$ cat config.mk
export PLATFORM = sky130hd
export DESIGN_NAME = ev_drivetrain_sim_step
export DESIGN_NICKNAME = d
export VERILOG_FILES = /design/src/hw/rtl/evd_pkg.sv /design/src/hw/rtl/ev_drivetrain_sim_step.sv /design/src/hw/rtl/evd_muldiv.sv
export SDC_FILE = /design/constraint.sdc
export NUM_CORES = 2
export LEC_CHECK = 0
export ABC_AREA = 1
export BUFFER_PORTS_ARGS = -buffer_cell sky130_fd_sc_hd__clkbuf_2
export CAP_MARGIN = 20
export CORE_AREA = 3 3 392 394
export DETAILED_ROUTE_END_ITERATION = 8
export DIE_AREA = 0 0 395 397
export PLACE_DENSITY = 0.68
export SKIP_LAST_GASP = 1
export SYNTH_ARGS = -nofsm -noshare
export SYNTH_HDL_FRONTEND = slang
export SYNTH_SLANG_ARGS = --single-unit
$ cat constraint.sdc
create_clock -name clk -period 7.72 [get_ports clk]
set_clock_uncertainty 0.15 [all_clocks]
set_input_delay 0.386 -clock clk [delete_from_list [all_inputs] [get_ports clk]]
set_output_delay 0.386 -clock clk [all_outputs]
set_load 0.05 [all_outputs]
$ cat src/hw/rtl/evd_pkg.sv
// shared types and constants for the drivetrain tick block
// fixed-point scaling, field widths, divisor factors and the multiply-divide request/response
// no dependencies; used by evd_muldiv and ev_drivetrain_sim_step
`default_nettype none

package evd_pkg;

    // fixed point
    localparam int     FRAC_BITS = 16;
    localparam int     DT_FRAC   = 16;
    localparam longint ONE       = longint'(1) << FRAC_BITS;
    localparam int     PEDAL_SHL = FRAC_BITS - 8;

    // field widths
    localparam int PEDAL_W  = 15;
    localparam int DT_W     = 17;
    localparam int MODE_W   = 2;
    localparam int SPEED_W  = 24;
    localparam int TORQUE_W = 25;
    localparam int CHARGE_W = 23;
    localparam int RANGE_W  = 24;
    localparam int POWER_W  = 22;
    localparam int TEMP_W   = 24;
    localparam int REGEN_W  = 23;

    // stream and configuration ports
    localparam int IN_FIELDS_W  = 2 * PEDAL_W;
    localparam int IN_DATA_W    = ((IN_FIELDS_W + 7) / 8) * 8;
    localparam int OUT_FIELDS_W = SPEED_W + TORQUE_W + CHARGE_W + RANGE_W + POWER_W + TEMP_W
                                + REGEN_W + 1;
    localparam int OUT_DATA_W   = ((OUT_FIELDS_W + 7) / 8) * 8;
    localparam int CFG_IDX_W    = 1;
    localparam int CFG_DATA_W   = DT_W;

    // arithmetic unit widths
    localparam int OPND_W   = 26;
    localparam int PROD_W   = 2 * OPND_W;
    localparam int DIVD_W   = 32;
    localparam int KDIV_W   = 8;
    localparam int SHIFT_W  = 5;
    localparam int DIV_BITS = 4;
    localparam int DIV_CYCLES = DIVD_W / DIV_BITS;
    localparam int DIV_CNT_W  = $clog2(DIV_CYCLES);

    typedef logic [PEDAL_W-1:0]         pedal_t;
    typedef logic [DT_W-1:0]            dt_t;
    typedef logic [MODE_W-1:0]          mode_t;
    typedef logic [CFG_IDX_W-1:0]       cfg_idx_t;
    typedef logic [SPEED_W-1:0]         speed_t;
    typedef logic [CHARGE_W-1:0]        charge_t;
    typedef logic [RANGE_W-1:0]         range_t;
    typedef logic [TEMP_W-1:0]          temp_t;
    typedef logic signed [OPND_W-1:0]   opnd_t;
    typedef logic signed [OPND_W:0]     wide_t;
    typedef logic [OPND_W-1:0]          mag_t;
    typedef logic [PROD_W-1:0]          prod_t;
    typedef logic [DIVD_W-1:0]          divd_t;
    typedef logic [KDIV_W-1:0]          kdiv_t;
    typedef logic [KDIV_W:0]            trial_t;
    typedef logic [SHIFT_W-1:0]         shamt_t;
    typedef logic [DIV_CNT_W-1:0]       divcnt_t;

    // register indexes
    localparam cfg_idx_t CFG_DRIVE_MODE = cfg_idx_t'(0);
    localparam cfg_idx_t CFG_TIME_STEP  = cfg_idx_t'(1);

    // drive modes
    localparam mode_t MODE_ECO    = mode_t'(0);
    localparam mode_t MODE_NORMAL = mode_t'(1);
    localparam mode_t MODE_SPORT  = mode_t'(2);

    localparam dt_t    DT_RESET     = dt_t'(6554);
    localparam pedal_t PEDAL_FULL   = pedal_t'(25600);
    localparam pedal_t REGEN_THRESH = pedal_t'(1280);

    // state limits
    localparam speed_t  SPEED_MAX   = speed_t'(200 * ONE);
    localparam charge_t CHARGE_FULL = charge_t'(100 * ONE);
    localparam temp_t   TEMP_MIN    = temp_t'(25 * ONE);
    localparam temp_t   TEMP_MAX    = temp_t'(130 * ONE);
    localparam opnd_t   TORQUE_MAX  = opnd_t'(200 * ONE);
    localparam opnd_t   TEMP_BASE   = opnd_t'(25 * ONE);

    // multiplier constants
    localparam opnd_t B_ECO       = opnd_t'(12);
    localparam opnd_t B_SPORT     = opnd_t'(26);
    localparam opnd_t B_NORMAL    = opnd_t'(2);
    localparam opnd_t B_REGEN     = opnd_t'(7);
    localparam opnd_t B_RTORQ     = opnd_t'(4);
    localparam opnd_t B_DRAG      = opnd_t'(25);
    localparam opnd_t B_RNG_ECO   = opnd_t'(8);
    localparam opnd_t B_RNG_SPORT = opnd_t'(21);
    localparam opnd_t B_RNG_NORM  = opnd_t'(11);

    // divisors split into an odd-ish factor and a power of two
    localparam kdiv_t  K_ONE    = kdiv_t'(1);
    localparam kdiv_t  K_FIVE   = kdiv_t'(5);
    localparam kdiv_t  K_DRAG   = kdiv_t'(9);
    localparam kdiv_t  K_SPEED  = kdiv_t'(125);
    localparam kdiv_t  K_P1     = kdiv_t'(225);
    localparam kdiv_t  K_P2     = kdiv_t'(125);
    localparam kdiv_t  K_CHG    = kdiv_t'(45);
    localparam kdiv_t  K_TWENTY5 = kdiv_t'(25);
    localparam shamt_t S_NONE   = shamt_t'(0);
    localparam shamt_t S_HALF   = shamt_t'(1);
    localparam shamt_t S_SPEED  = shamt_t'(DT_FRAC);
    localparam shamt_t S_P1     = shamt_t'(FRAC_BITS + 4);
    localparam shamt_t S_P2     = shamt_t'(FRAC_BITS + 6);
    localparam shamt_t S_CHG    = shamt_t'(DT_FRAC);
    localparam shamt_t S_TEMP   = shamt_t'(DT_FRAC + 2);

    // request to and response from the multiply-divide unit
    typedef struct packed {
        logic   start;
        opnd_t  a;
        opnd_t  b;
        kdiv_t  k;
        shamt_t s;
    } md_req_t;

    typedef struct packed {
        logic  done;
        opnd_t result;
    } md_resp_t;

endpackage

`default_nettype wire

$ cat src/hw/rtl/ev_drivetrain_sim_step.sv
// Electric drivetrain tick: torque, speed, power, charge, range and motor temperature.
// Each product runs through one shared multiply-divide unit; a tick takes 8 products,
// 10 when brake regeneration is active. The next input is taken the cycle after
// the result is loaded.
// Async active-low reset: speed 0, charge 100 %, temperature 25 C, normal mode, 6554 step.
// Depends on evd_pkg and evd_muldiv.
`default_nettype none

module ev_drivetrain_sim_step (
    input  logic                             clk,
    input  logic                             rst_n,
    // input transfer
    input  logic                             s_tvalid,
    output logic                             s_tready,
    // accel_pedal [14:0], brake_pedal [29:15]
    input  logic [evd_pkg::IN_DATA_W-1:0]    s_tdata,
    // result transfer
    output logic                             m_tvalid,
    input  logic                             m_tready,
    // speed_out [23:0], torque_out [48:24], charge_out [71:49], range_out [95:72],
    // power_out [117:96], temp_out [141:118], regen_level_out [164:142],
    // regen_active_out [165]
    output logic [evd_pkg::OUT_DATA_W-1:0]   m_tdata,
    // configuration writes
    input  logic                             cfg_valid,
    output logic                             cfg_ready,
    input  logic [evd_pkg::CFG_IDX_W-1:0]    cfg_index,
    input  logic [evd_pkg::CFG_DATA_W-1:0]   cfg_data
);

    typedef enum logic [3:0] {
        S_IDLE,
        S_TORQ,
        S_REGEN,
        S_RTORQ,
        S_DRAG,
        S_SPEED,
        S_P1,
        S_P2,
        S_CHG,
        S_RANGE,
        S_TEMP,
        S_OUT
    } state_t;

    state_t                              state_reg;
    logic                                wait_reg;
    evd_pkg::mode_t                      mode_reg;
    evd_pkg::dt_t                        dt_reg;
    evd_pkg::speed_t                     speed_reg;
    evd_pkg::charge_t                    charge_reg;
    evd_pkg::temp_t                      temp_reg;
    logic                                regen_on_reg;
    logic                                m_tvalid_reg;
    logic [evd_pkg::OUT_DATA_W-1:0]      out_data_reg;

    evd_pkg::pedal_t                     accel_reg;
    evd_pkg::pedal_t                     brake_reg;
    evd_pkg::opnd_t                      torque_reg;
    evd_pkg::opnd_t                      regen_reg;
    evd_pkg::opnd_t                      drag_reg;
    evd_pkg::opnd_t                      power_reg;
    evd_pkg::range_t                     range_reg;

    evd_pkg::md_req_t                    md_req;
    evd_pkg::md_resp_t                   md_resp;

    evd_pkg::pedal_t                     accel_in;
    evd_pkg::pedal_t                     brake_in;
    evd_pkg::pedal_t                     accel_sat;
    evd_pkg::pedal_t                     brake_sat;
    evd_pkg::opnd_t                      res;
    evd_pkg::opnd_t                      torque_drive;
    evd_pkg::opnd_t                      abs_power;
    evd_pkg::opnd_t                      net_heat;
    evd_pkg::wide_t                      speed_sum;
    evd_pkg::wide_t                      charge_diff;
    evd_pkg::wide_t                      temp_sum;
    evd_pkg::speed_t                     speed_next;
    evd_pkg::charge_t                    charge_next;
    evd_pkg::temp_t                      temp_next;
    logic                                out_free;
    logic                                in_xfer;

    assign cfg_ready = 1'b1;
    assign s_tready  = (state_reg == S_IDLE);
    assign m_tvalid  = m_tvalid_reg;
    assign m_tdata   = out_data_reg;
    assign in_xfer   = s_tvalid && s_tready;
    assign out_free  = !m_tvalid_reg || m_tready;

    // pedal saturation
    assign accel_in  = s_tdata[evd_pkg::PEDAL_W-1:0];
    assign brake_in  = s_tdata[2*evd_pkg::PEDAL_W-1:evd_pkg::PEDAL_W];
    assign accel_sat = (accel_in > evd_pkg::PEDAL_FULL) ? evd_pkg::PEDAL_FULL : accel_in;
    assign brake_sat = (brake_in > evd_pkg::PEDAL_FULL) ? evd_pkg::PEDAL_FULL : brake_in;

    // operand selection for the shared unit
    always_comb
    begin
        md_req.start = (state_reg != S_IDLE) && (state_reg != S_OUT) && !wait_reg;
        md_req.a     = '0;
        md_req.b     = '0;
        md_req.k     = evd_pkg::K_ONE;
        md_req.s     = evd_pkg::S_NONE;
        unique case (state_reg)
            S_TORQ:
            begin
                md_req.a = evd_pkg::opnd_t'(accel_reg) << evd_pkg::PEDAL_SHL;
                unique case (mode_reg)
                    evd_pkg::MODE_ECO:
                    begin
                        md_req.b = evd_pkg::B_ECO;
                        md_req.k = evd_pkg::K_FIVE;
                        md_req.s = evd_pkg::S_HALF;
                    end
                    evd_pkg::MODE_SPORT:
                    begin
                        md_req.b = evd_pkg::B_SPORT;
                        md_req.k = evd_pkg::K_FIVE;
                        md_req.s = evd_pkg::S_HALF;
                    end
                    default:
                    begin
                        md_req.b = evd_pkg::B_NORMAL;
                    end
                endcase
            end
            S_REGEN:
            begin
                md_req.a = evd_pkg::opnd_t'(brake_reg) << evd_pkg::PEDAL_SHL;
                md_req.b = evd_pkg::B_REGEN;
                md_req.k = evd_pkg::K_FIVE;
                md_req.s = evd_pkg::S_HALF;
            end
            S_RTORQ:
            begin
                md_req.a = -regen_reg;
                md_req.b = evd_pkg::B_RTORQ;
                md_req.k = evd_pkg::K_FIVE;
            end
            S_DRAG:
            begin
                md_req.a = evd_pkg::opnd_t'(speed_reg);
                md_req.b = evd_pkg::B_DRAG;
                md_req.k = evd_pkg::K_DRAG;
                md_req.s = evd_pkg::S_HALF;
            end
            S_SPEED:
            begin
                md_req.a = torque_reg - drag_reg;
                md_req.b = evd_pkg::opnd_t'(dt_reg);
                md_req.k = evd_pkg::K_SPEED;
                md_req.s = evd_pkg::S_SPEED;
            end
            S_P1:
            begin
                md_req.a = torque_reg;
                md_req.b = evd_pkg::opnd_t'(speed_reg);
                md_req.k = evd_pkg::K_P1;
                md_req.s = evd_pkg::S_P1;
            end
            S_P2:
            begin
                md_req.a = torque_reg;
                md_req.b = torque_reg;
                md_req.k = evd_pkg::K_P2;
                md_req.s = evd_pkg::S_P2;
            end
            S_CHG:
            begin
                md_req.a = power_reg;
                md_req.b = evd_pkg::opnd_t'({dt_reg, 1'b0});
                md_req.k = evd_pkg::K_CHG;
                md_req.s = evd_pkg::S_CHG;
            end
            S_RANGE:
            begin
                md_req.a = evd_pkg::opnd_t'(charge_reg);
                unique case (mode_reg)
                    evd_pkg::MODE_ECO:
                    begin
                        md_req.b = evd_pkg::B_RNG_ECO;
                        md_req.k = evd_pkg::K_FIVE;
                    end
                    evd_pkg::MODE_SPORT:
                    begin
                        md_req.b = evd_pkg::B_RNG_SPORT;
                        md_req.k = evd_pkg::K_TWENTY5;
                    end
                    default:
                    begin
                        md_req.b = evd_pkg::B_RNG_NORM;
                        md_req.k = evd_pkg::K_FIVE;
                        md_req.s = evd_pkg::S_HALF;
                    end
                endcase
            end
            S_TEMP:
            begin
                md_req.a = net_heat;
                md_req.b = evd_pkg::opnd_t'(dt_reg);
                md_req.k = evd_pkg::K_TWENTY5;
                md_req.s = evd_pkg::S_TEMP;
            end
            default:
            begin
                md_req.a = '0;
            end
        endcase
    end

    evd_muldiv u_muldiv (
        .clk   (clk),
        .rst_n (rst_n),
        .req   (md_req),
        .resp  (md_resp)
    );

    assign res = md_resp.result;

    // drive torque limit
    assign torque_drive = (res > evd_pkg::TORQUE_MAX) ? evd_pkg::TORQUE_MAX : res;

    // heating term: five times the power magnitude against the rise above ambient
    assign abs_power = power_reg[evd_pkg::OPND_W-1] ? -power_reg : power_reg;
    assign net_heat  = (abs_power <<< 2) + abs_power - evd_pkg::opnd_t'(temp_reg)
                     + evd_pkg::TEMP_BASE;

    // state updates with clamping
    always_comb
    begin
        speed_sum   = evd_pkg::wide_t'(speed_reg) + evd_pkg::wide_t'(res);
        charge_diff = evd_pkg::wide_t'(charge_reg) - evd_pkg::wide_t'(res);
        temp_sum    = evd_pkg::wide_t'(temp_reg) + evd_pkg::wide_t'(res);

        if (speed_sum < 0)
            speed_next = '0;
        else if (speed_sum > evd_pkg::wide_t'(evd_pkg::SPEED_MAX))
            speed_next = evd_pkg::SPEED_MAX;
        else
            speed_next = evd_pkg::speed_t'(speed_sum);

        if (charge_diff < 0)
            charge_next = '0;
        else if (charge_diff > evd_pkg::wide_t'(evd_pkg::CHARGE_FULL))
            charge_next = evd_pkg::CHARGE_FULL;
        else
            charge_next = evd_pkg::charge_t'(charge_diff);

        if (temp_sum < evd_pkg::wide_t'(evd_pkg::TEMP_MIN))
            temp_next = evd_pkg::TEMP_MIN;
        else if (temp_sum > evd_pkg::wide_t'(evd_pkg::TEMP_MAX))
            temp_next = evd_pkg::TEMP_MAX;
        else
            temp_next = evd_pkg::temp_t'(temp_sum);
    end

    // sequencer, configuration, vehicle state and result register
    always_ff @(posedge clk or negedge rst_n)
    begin
        if (!rst_n)
        begin
            state_reg    <= S_IDLE;
            wait_reg     <= 1'b0;
            mode_reg     <= evd_pkg::MODE_NORMAL;
            dt_reg       <= evd_pkg::DT_RESET;
            speed_reg    <= '0;
            charge_reg   <= evd_pkg::CHARGE_FULL;
            temp_reg     <= evd_pkg::TEMP_MIN;
            regen_on_reg <= 1'b0;
            m_tvalid_reg <= 1'b0;
            out_data_reg <= '0;
        end
        else
        begin
            // configuration write
            if (cfg_valid && cfg_ready)
            begin
                unique case (cfg_index)
                    evd_pkg::CFG_DRIVE_MODE: mode_reg <= evd_pkg::mode_t'(cfg_data);
                    evd_pkg::CFG_TIME_STEP:  dt_reg   <= evd_pkg::dt_t'(cfg_data);
                    default:                 mode_reg <= mode_reg;
                endcase
            end

            // result transfer frees the output register
            if (m_tvalid_reg && m_tready)
            begin
                m_tvalid_reg <= 1'b0;
            end

            if (md_req.start)
            begin
                wait_reg <= 1'b1;
            end
            else if (md_resp.done)
            begin
                wait_reg <= 1'b0;
            end

            unique case (state_reg)
                S_IDLE:
                begin
                    if (in_xfer)
                    begin
                        regen_on_reg <= (brake_sat > evd_pkg::REGEN_THRESH);
                        state_reg    <= S_TORQ;
                    end
                end
                S_TORQ:
                begin
                    if (md_resp.done)
                        state_reg <= regen_on_reg ? S_REGEN : S_DRAG;
                end
                S_REGEN: if (md_resp.done) state_reg <= S_RTORQ;
                S_RTORQ: if (md_resp.done) state_reg <= S_DRAG;
                S_DRAG:  if (md_resp.done) state_reg <= S_SPEED;
                S_SPEED:
                begin
                    if (md_resp.done)
                    begin
                        speed_reg <= speed_next;
                        state_reg <= S_P1;
                    end
                end
                S_P1:    if (md_resp.done) state_reg <= S_P2;
                S_P2:    if (md_resp.done) state_reg <= S_CHG;
                S_CHG:
                begin
                    if (md_resp.done)
                    begin
                        charge_reg <= charge_next;
                        state_reg  <= S_RANGE;
                    end
                end
                S_RANGE: if (md_resp.done) state_reg <= S_TEMP;
                S_TEMP:
                begin
                    if (md_resp.done)
                    begin
                        temp_reg  <= temp_next;
                        state_reg <= S_OUT;
                    end
                end
                S_OUT:
                begin
                    if (out_free)
                    begin
                        out_data_reg <= evd_pkg::OUT_DATA_W'({
                            regen_on_reg,
                            regen_reg[evd_pkg::REGEN_W-1:0],
                            temp_reg,
                            power_reg[evd_pkg::POWER_W-1:0],
                            range_reg,
                            charge_reg,
                            torque_reg[evd_pkg::TORQUE_W-1:0],
                            speed_reg
                        });
                        m_tvalid_reg <= 1'b1;
                        state_reg    <= S_IDLE;
                    end
                end
                default: state_reg <= S_IDLE;
            endcase
        end
    end

    // per-tick working values
    always_ff @(posedge clk)
    begin
        if (in_xfer)
        begin
            accel_reg <= accel_sat;
            brake_reg <= brake_sat;
            regen_reg <= '0;
        end
        if (md_resp.done)
        begin
            unique case (state_reg)
                S_TORQ:  torque_reg <= torque_drive;
                S_REGEN: regen_reg  <= res;
                S_RTORQ: torque_reg <= res;
                S_DRAG:  drag_reg   <= res;
                S_P1:    power_reg  <= res;
                S_P2:    power_reg  <= power_reg + res;
                S_RANGE: range_reg  <= evd_pkg::range_t'(res);
                default: drag_reg   <= drag_reg;
            endcase
        end
    end

    // the unit only answers a request the sequencer is waiting on
    a_done_when_waiting: assert property (@(posedge clk) disable iff (!rst_n)
        md_resp.done |-> wait_reg)
        else $error("multiply-divide result without a pending request");

    // an input transfer starts the first product on the next cycle
    a_accept_starts_unit: assert property (@(posedge clk) disable iff (!rst_n)
        (s_tvalid && s_tready) |=> md_req.start)
        else $error("input transfer did not start the torque product");

    // vehicle state stays within its clamps
    a_state_bounds: assert property (@(posedge clk) disable iff (!rst_n)
        (speed_reg <= evd_pkg::SPEED_MAX) && (charge_reg <= evd_pkg::CHARGE_FULL)
        && (temp_reg >= evd_pkg::TEMP_MIN) && (temp_reg <= evd_pkg::TEMP_MAX))
        else $error("vehicle state outside its limits");

    // a result appears only after the last update of a tick
    a_result_from_out: assert property (@(posedge clk) disable iff (!rst_n)
        $rose(m_tvalid) |-> $past(state_reg == S_OUT))
        else $error("result loaded outside the output step");

endmodule

`default_nettype wire

$ cat src/hw/rtl/evd_muldiv.sv
// shared multiply-divide unit: round(a*b / (k * 2^s)), ties away from zero
// one multiply, a rounding shift, then a radix-16 restoring divide by the small factor k
// depends on evd_pkg
`default_nettype none

module evd_muldiv (
    input  logic              clk,
    input  logic              rst_n,
    input  evd_pkg::md_req_t  req,
    output evd_pkg::md_resp_t resp
);

    typedef enum logic [2:0] {
        U_IDLE,
        U_MUL,
        U_SCALE,
        U_DIV,
        U_DONE
    } u_state_t;

    u_state_t          state_reg;
    evd_pkg::divcnt_t  cnt_reg;
    evd_pkg::mag_t     ma_reg;
    evd_pkg::mag_t     mb_reg;
    logic              neg_reg;
    evd_pkg::kdiv_t    k_reg;
    evd_pkg::shamt_t   s_reg;
    evd_pkg::prod_t    prod_reg;
    evd_pkg::divd_t    quo_reg;
    evd_pkg::kdiv_t    rem_reg;

    evd_pkg::mag_t     ma_in;
    evd_pkg::mag_t     mb_in;
    evd_pkg::prod_t    half;
    evd_pkg::prod_t    rounded;
    evd_pkg::divd_t    quo_step;
    evd_pkg::kdiv_t    rem_step;
    evd_pkg::trial_t   trial;

    // operand magnitudes
    assign ma_in = req.a[evd_pkg::OPND_W-1] ? evd_pkg::mag_t'(-req.a) : evd_pkg::mag_t'(req.a);
    assign mb_in = req.b[evd_pkg::OPND_W-1] ? evd_pkg::mag_t'(-req.b) : evd_pkg::mag_t'(req.b);

    // add half the divisor, then drop the power-of-two part
    assign half    = (evd_pkg::prod_t'(k_reg) << s_reg) >> 1;
    assign rounded = prod_reg + half;

    // four quotient bits per cycle
    always_comb
    begin
        rem_step = rem_reg;
        quo_step = quo_reg;
        trial    = '0;
        for (int i = 0; i < evd_pkg::DIV_BITS; i++)
        begin
            trial    = {rem_step, quo_step[evd_pkg::DIVD_W-1]};
            quo_step = quo_step << 1;
            if (trial >= {1'b0, k_reg})
            begin
                rem_step    = evd_pkg::kdiv_t'(trial - {1'b0, k_reg});
                quo_step[0] = 1'b1;
            end
            else
            begin
                rem_step = evd_pkg::kdiv_t'(trial);
            end
        end
    end

    // sequencer and datapath registers
    always_ff @(posedge clk or negedge rst_n)
    begin
        if (!rst_n)
        begin
            state_reg <= U_IDLE;
            cnt_reg   <= '0;
        end
        else
        begin
            unique case (state_reg)
                U_IDLE:
                begin
                    if (req.start)
                    begin
                        state_reg <= U_MUL;
                    end
                end
                U_MUL:   state_reg <= U_SCALE;
                U_SCALE:
                begin
                    cnt_reg   <= '0;
                    state_reg <= U_DIV;
                end
                U_DIV:
                begin
                    cnt_reg <= cnt_reg + evd_pkg::divcnt_t'(1);
                    if (cnt_reg == evd_pkg::divcnt_t'(evd_pkg::DIV_CYCLES - 1))
                    begin
                        state_reg <= U_DONE;
                    end
                end
                U_DONE:  state_reg <= U_IDLE;
                default: state_reg <= U_IDLE;
            endcase
        end
    end

    // payload registers
    always_ff @(posedge clk)
    begin
        if (state_reg == U_IDLE && req.start)
        begin
            ma_reg  <= ma_in;
            mb_reg  <= mb_in;
            neg_reg <= req.a[evd_pkg::OPND_W-1] ^ req.b[evd_pkg::OPND_W-1];
            k_reg   <= req.k;
            s_reg   <= req.s;
        end
        if (state_reg == U_MUL)
        begin
            prod_reg <= evd_pkg::prod_t'(ma_reg) * evd_pkg::prod_t'(mb_reg);
        end
        if (state_reg == U_SCALE)
        begin
            quo_reg <= evd_pkg::divd_t'(rounded >> s_reg);
            rem_reg <= '0;
        end
        if (state_reg == U_DIV)
        begin
            quo_reg <= quo_step;
            rem_reg <= rem_step;
        end
    end

    // signed result, valid for the single done cycle
    assign resp.done   = (state_reg == U_DONE);
    assign resp.result = neg_reg ? -evd_pkg::opnd_t'(quo_reg) : evd_pkg::opnd_t'(quo_reg);

endmodule

`default_nettype wire
Word level (Yosys, flattened, before mapping)
Cells that the tools add are included.

operators by class
  $lt $le $gt $ge = 14
  multiply operators = 1
  $add $sub $neg = 19
  shift-type cells = 2
  mux-type cells = 59
  reduce and logical (&&, ||, !) cells = 33
  equality and inequality tests = 32
  bitwise gates (word level) = 2

operator list
  kind                                                                           number
  34-bit case mux with 10 select lines                                           1
  26-bit case mux with 9 select lines                                            1
  26-bit two-way mux                                                             6
  26-bit negator                                                                 5
  26-bit case mux with 2 select lines                                            2
  24-bit two-way mux                                                             4
  32-bit two-way mux                                                             2
  8-bit two-way mux                                                              7
  25-bit by 26-bit adder with 27-bit output                                      2
  27-bit by 25-bit > comparator with 1-bit output, second input constant         2
  27-bit by 1-bit less-than comparator with 1-bit output, second input constant  2
  26-bit adder                                                                   2
  52-bit by 51-bit adder with 52-bit output                                      1
  26-bit by 26-bit multiplier with 52-bit output                                 1
  8-bit by 5-bit << shifter with 52-bit output                                   1
  52-bit by 5-bit right shift with 32-bit output                                 1
  25-bit two-way mux                                                             2
  4-bit two-way mux                                                              12
  4-bit case mux with 12 select lines                                            1
  23-bit two-way mux                                                             2
  9-bit by 8-bit >= comparator with 1-bit output                                 4
  5-bit case mux with 7 select lines                                             1
  8-bit subtractor                                                               4
  15-bit > comparator, second input constant                                     2
  40 further kinds                                                               94

storage, ports and cells
  register bits = 585
  output and inout bits = 171

Depth between registers and ports, before layout
  depth after elaboration = 9
  mapped depth = 43

By module
From an unflattened synthesis, not the netlist that was laid out.

second synthesis, totals
  cells, all modules = 9291
  area, all modules = 67596.1 µm²

by module, submodules not included
  module                  cells an instance  area each (µm²)  instances  seq. area each (µm²)
  evd_muldiv              5354               38410.6          1          4894.7
  ev_drivetrain_sim_step  3937               29185.5          1          11083.1

Worst setup path after synthesis
Ideal clock, no wire load.

  path kind = register -> register
  start point = reg u_muldiv.mb_reg[11]
  end point = reg u_muldiv.prod_reg[49] (data pin)
  data arrival time = 6.418 ns
  clock period less this slack = 6.838 ns
  cell stages (with the launch flop) = 27
  path buffers = 2
  slack = 0.882 ns
  required time = 7.300 ns
  cell sequence = edfxtp_1 -> clkbuf_1 -> clkbuf_1 -> nand2_1 -> fa_1 -> inv_1 -> fa_1 -> inv_1 -> fa_1 -> inv_1 -> fa_1 -> inv_1 -> fa_1 -> fa_1 -> inv_1 -> fa_1 -> ha_1 -> nand2_1 -> nor2_1 -> nand2_1 -> o221ai_1 -> a21oi_1 -> o31ai_1 -> nand3_1 -> o311ai_0 -> a311oi_1 -> xor2_1

on the way
  cells in the longest elaborated chain, start to end = 1

ends and longest elaborated chain
  item                                            RTL line           text
  start: declaration                              evd_muldiv.sv:24   evd_pkg::mag_t mb_reg;
  start signal: assignment                        evd_muldiv.sv:114  mb_reg <= mb_in;
  26-bit by 26-bit multiplier with 52-bit output  evd_muldiv.sv:121  prod_reg <= evd_pkg::prod_t'(ma_reg) * evd_pkg::prod_t'(mb_reg);
  end signal: assignment                          evd_muldiv.sv:121
  end: declaration                                evd_muldiv.sv:28   evd_pkg::prod_t prod_reg;

No other way between the ends.
A chain may end at the register's enable or synchronous reset.

Worst setup path after layout
  start point = reg u_muldiv.ma_reg[22]
  end point = reg u_muldiv.prod_reg[49] (data pin)

on the way
  cells in the longest elaborated chain, start to end = 1

ends and longest elaborated chain
  item                                            RTL line           text
  start: declaration                              evd_muldiv.sv:23   evd_pkg::mag_t ma_reg;
  start signal: assignment                        evd_muldiv.sv:113  ma_reg <= ma_in;
  26-bit by 26-bit multiplier with 52-bit output  evd_muldiv.sv:121

No other way between the ends.

==> metrics.log <==
INFO  metric run_status = complete, no violations
INFO  metric r2r-start = u_muldiv.ma_reg[22]
INFO  metric route.vias.total = 53000
INFO  metric post-dp-hpwl = 163000 µm
INFO  metric min_delay_path_depth = 3
INFO  metric first_global_vias = 52600
INFO  metric coreArea = 0.150 mm²
INFO  metric rr_endpoint = u_muldiv.prod_reg[49]
INFO  metric netlist_cell_types = 83
INFO  metric drv_slew = 0
INFO  metric gpl.final_weighted_congestion = 0.994
INFO  metric clockBufferDepth = 3
INFO  metric critical_path.startpoint_type = flop
INFO  metric grt_first_pass_wirelength = 312000 µm
INFO  metric syn_area_per_cell = 8.04 µm²
INFO  metric final_cells = 9957
INFO  metric required = 7.94 ns
INFO  metric vias_per_cell = 5.32
INFO  metric cts.htree.levels = 3
INFO  metric design_area = 0.0686 mm²
INFO  metric timing.hold.worst.start = s_tdata[11]
INFO  metric synthToLayoutAreaGrowth = 11.6%
INFO  metric relSlewSlack = 28.3%
INFO  metric logic_depth_of_the_worst_register_to_register_path = 22
INFO  metric grt_start_max_net_pins = 214
INFO  metric postPlaceCellArea = 0.0656 mm²
INFO  metric hold_end = accel_reg[11]
INFO  metric achievable-frequency = 0.135 GHz
INFO  metric io_port_bufs = 220
INFO  metric criticalPathCategory = reg2reg
INFO  metric setup_viol = 0
INFO  metric synthesis.yosys.warnings = 0
INFO  metric placed_cells_incl_taps = 9758
INFO  metric rows = 142
INFO  metric ys_seq_elements = 582
INFO  metric timing.final.crit_period = 7.43 ns
INFO  metric dr.first_iter.drc_count = 4864
INFO  metric critical_path_arrival = 7.65 ns
INFO  metric layout-drive-gt1-share = 9.93%
INFO  metric grt_overflow = 0
INFO  metric num_cts_buffers = 70
INFO  metric die_area = 0.157 mm²
INFO  metric route.final.wire_length = 204000 µm
INFO  metric cts.sink_count = 582
INFO  metric synth_cells = 7656
INFO  metric timing.hold.worst.class = in2reg
INFO  metric synth.yosys.seq_area_share = 25.8%
INFO  metric finalCritPeriodShare = 96.2%
INFO  metric drv.max_cap_violation_count = 0
INFO  metric die_y = 397 µm
INFO  metric fp.dieW = 395 µm
INFO  metric track_usage = 25.8%
INFO  metric synth_enable_flop_cells = 287
INFO  metric start_util = 41.0%
INFO  metric boundaryPins = 226
INFO  metric grt_antenna_before_repair = 4
INFO  metric critical_path.max_fanout = 13
INFO  metric nets = 8968
INFO  metric finish.utilization = 45.7%
INFO  metric ys.flop_type = edfxtp_1
INFO  metric timing_worst_slew_pin_value = 1.08 ns
INFO  metric path_clk_slew = 0.06 ns
INFO  metric rrSetupSlack = 0.29 ns
INFO  metric post_drt_wl_per_cell = 20.5 µm
INFO  metric timing.final.hold_violations = 0
INFO  metric drt_drc_violations_left = 0
INFO  metric drt-pass1-iter-count = 8
INFO  metric largest_reg_flops = 166
INFO  metric drtAntennaViolNets = 0
INFO  metric clockRootBuffer = clkbuf_16
INFO  metric asyncSetResetFlopFracSynth = 46.2%
INFO  metric cts_tree = done
INFO  metric endpoint_kind = flop
INFO  metric unrepaired_setup_endpoints_after_global_routing = yes
INFO  metric synth_area = 0.0615 mm²
INFO  metric worst_skew_pair.late_latency = 0.64 ns
==> worst max-delay path by stage <==
stage,cells past startpoint,end,from,slack (ns)
global route,42,u_muldiv.rem_reg[2],u_muldiv.k_reg[2],-0.03
detailed placement,24,u_muldiv.prod_reg[49],u_muldiv.mb_reg[8],0.12
floorplan,26,u_muldiv.prod_reg[49],u_muldiv.mb_reg[11],0.88
finish,22,u_muldiv.prod_reg[49],u_muldiv.ma_reg[22],0.29
global placement,24,u_muldiv.prod_reg[49],u_muldiv.mb_reg[8],0.23
CTS,24,u_muldiv.prod_reg[49],u_muldiv.mb_reg[8],0.09
==> cell usage after synthesis, drive strengths merged (3+ instances only) <==
cell | instances | area [µm²]
o21a | 25 | 188
a31oi | 72 | 463
mux2i | 7 | 70.1
a211oi | 8 | 60.1
or2 | 34 | 213
and3 | 3 | 18.8
nor2 | 467 | 1860
inv | 1549 | 5820
nand4 | 74 | 494
fa | 603 | 12100
buf | 53 | 304
nand3 | 267 | 1430
nand2 | 1694 | 6490
dfxtp | 26 | 521
a2111oi | 4 | 35.0
nand3b | 11 | 82.6
a221oi | 18 | 164
o211ai | 14 | 105
xor2 | 191 | 1750
o21ai | 516 | 2610
a21boi | 12 | 90.1
a21oi | 358 | 1800
clkinv | 8 | 31.3
a21o | 14 | 105
ha | 430 | 5380
dfrtp | 255 | 6380
clkbuf | 261 | 980
a41oi | 3 | 33.8
edfxtp | 287 | 8620
o21bai | 7 | 52.6
o22ai | 56 | 350
o2111ai | 10 | 93.8
nor4 | 27 | 190
o31ai | 12 | 95.1
a22oi | 4 | 30.0
dfstp | 14 | 368
mux2 | 46 | 518
o221ai | 16 | 140
a32oi | 3 | 26.3
nor3 | 75 | 453
xnor2 | 105 | 920
==> area by class of cell <==
class                      count  area (µm²)
fill                       14700       81500
multi-input combinational   5204       38600
sequential                   582       15900
inverter                    1557        5850
timing repair buffer         465        3440
tap                         2016        2520
clock buffer                  99        2040
clock inverter                29         294
antenna                        5        12.5
==> layer usage <==
layer	global-route usage (%)	wire (µm)	vias up
met5	0	39	-
met4	11.4	10300	6
met3	4.45	17400	449
met2	41.9	93200	2176
met1	33.9	83300	25800
li1	-	-	24500
==> cells by family after synthesis <==
group | Yosys count | share of synthesized area (%)
and+or+nand+nor | 2656 | 18.3
buffers and inverters | 1871 | 11.6
AOI/OAI and AO/OA | 1163 | 10.6
adders and majority gates | 1033 | 28.4
DFF | 582 | 25.8
xor gates and xnor gates | 296 | 4.34
muxes | 53 | 0.956
other | 2 | 0.0122
==> cells in the final DEF, fill, tap and decap left out, types with 29 or more instances in the layout <==
master         synthesis  final
xnor2_1              105    105
mux2_2                46     46
dlygate4sd3_1          0     44
o21ai_0              449    446
buf_4                 15    170
clkbuf_16              0     75
nor2_2                29     36
ha_1                 430    430
dfrtp_1              255    255
buf_12                 1     29
nand3_1              252    252
o21ai_1               59     62
nand4_1               69     69
clkbuf_2               0    219
fa_1                 603    603
edfxtp_1             287    287
a21oi_1              357    354
o22ai_1               56     56
inv_1               1520   1519
a31oi_1               70     70
xor2_1               181    179
nand2_1             1666   1665
nor3_1                62     60
nor2_1               434    425
==> critical path: stages (launching register included) <==
cell and delay, ns:
edfxtp_1 0.83, nand2_1 0.17, fa_1 0.55, inv_1 0.05
fa_1 0.48, fa_1 0.56, inv_1 0.06, fa_1 0.49
fa_1 0.51, fa_1 0.49, inv_1 0.05, fa_1 0.47
ha_1 0.36, a21oi_1 0.17, inv_1 0.07, a31oi_1 0.17
o221ai_1 0.16, a21oi_2 0.24, o31ai_2 0.13, nand3_1 0.08
o311ai_0 0.33, a311oi_1 0.44, xor2_1 0.12
==> stage by stage <==
stage	setup WS (ns)	hold WS (ns)	TNS [ns]
6_report	0.290	0.0247	0
5_1_grt	-0.0268	0.0415	-0.0523
4_1_cts	0.0851	0.00899	0
3_5_place_dp	0.117	0.211	0
3_3_place_gp	0.226	0.207	0
2_1_floorplan	0.882	-0.0596	0
==> timing repair <==
item / in CTS / in global routing
setup endpoints to repair: 0 / 20
resized for setup: 0 / 11
buffers inserted: 0 / 20
hold buffers: 44 / 0
hold endpoints to repair: 96 / 0
Power is left out: the tool's default activity adds up to more than one toggle a clock period on the data nets, which glitch-free logic cannot reach.
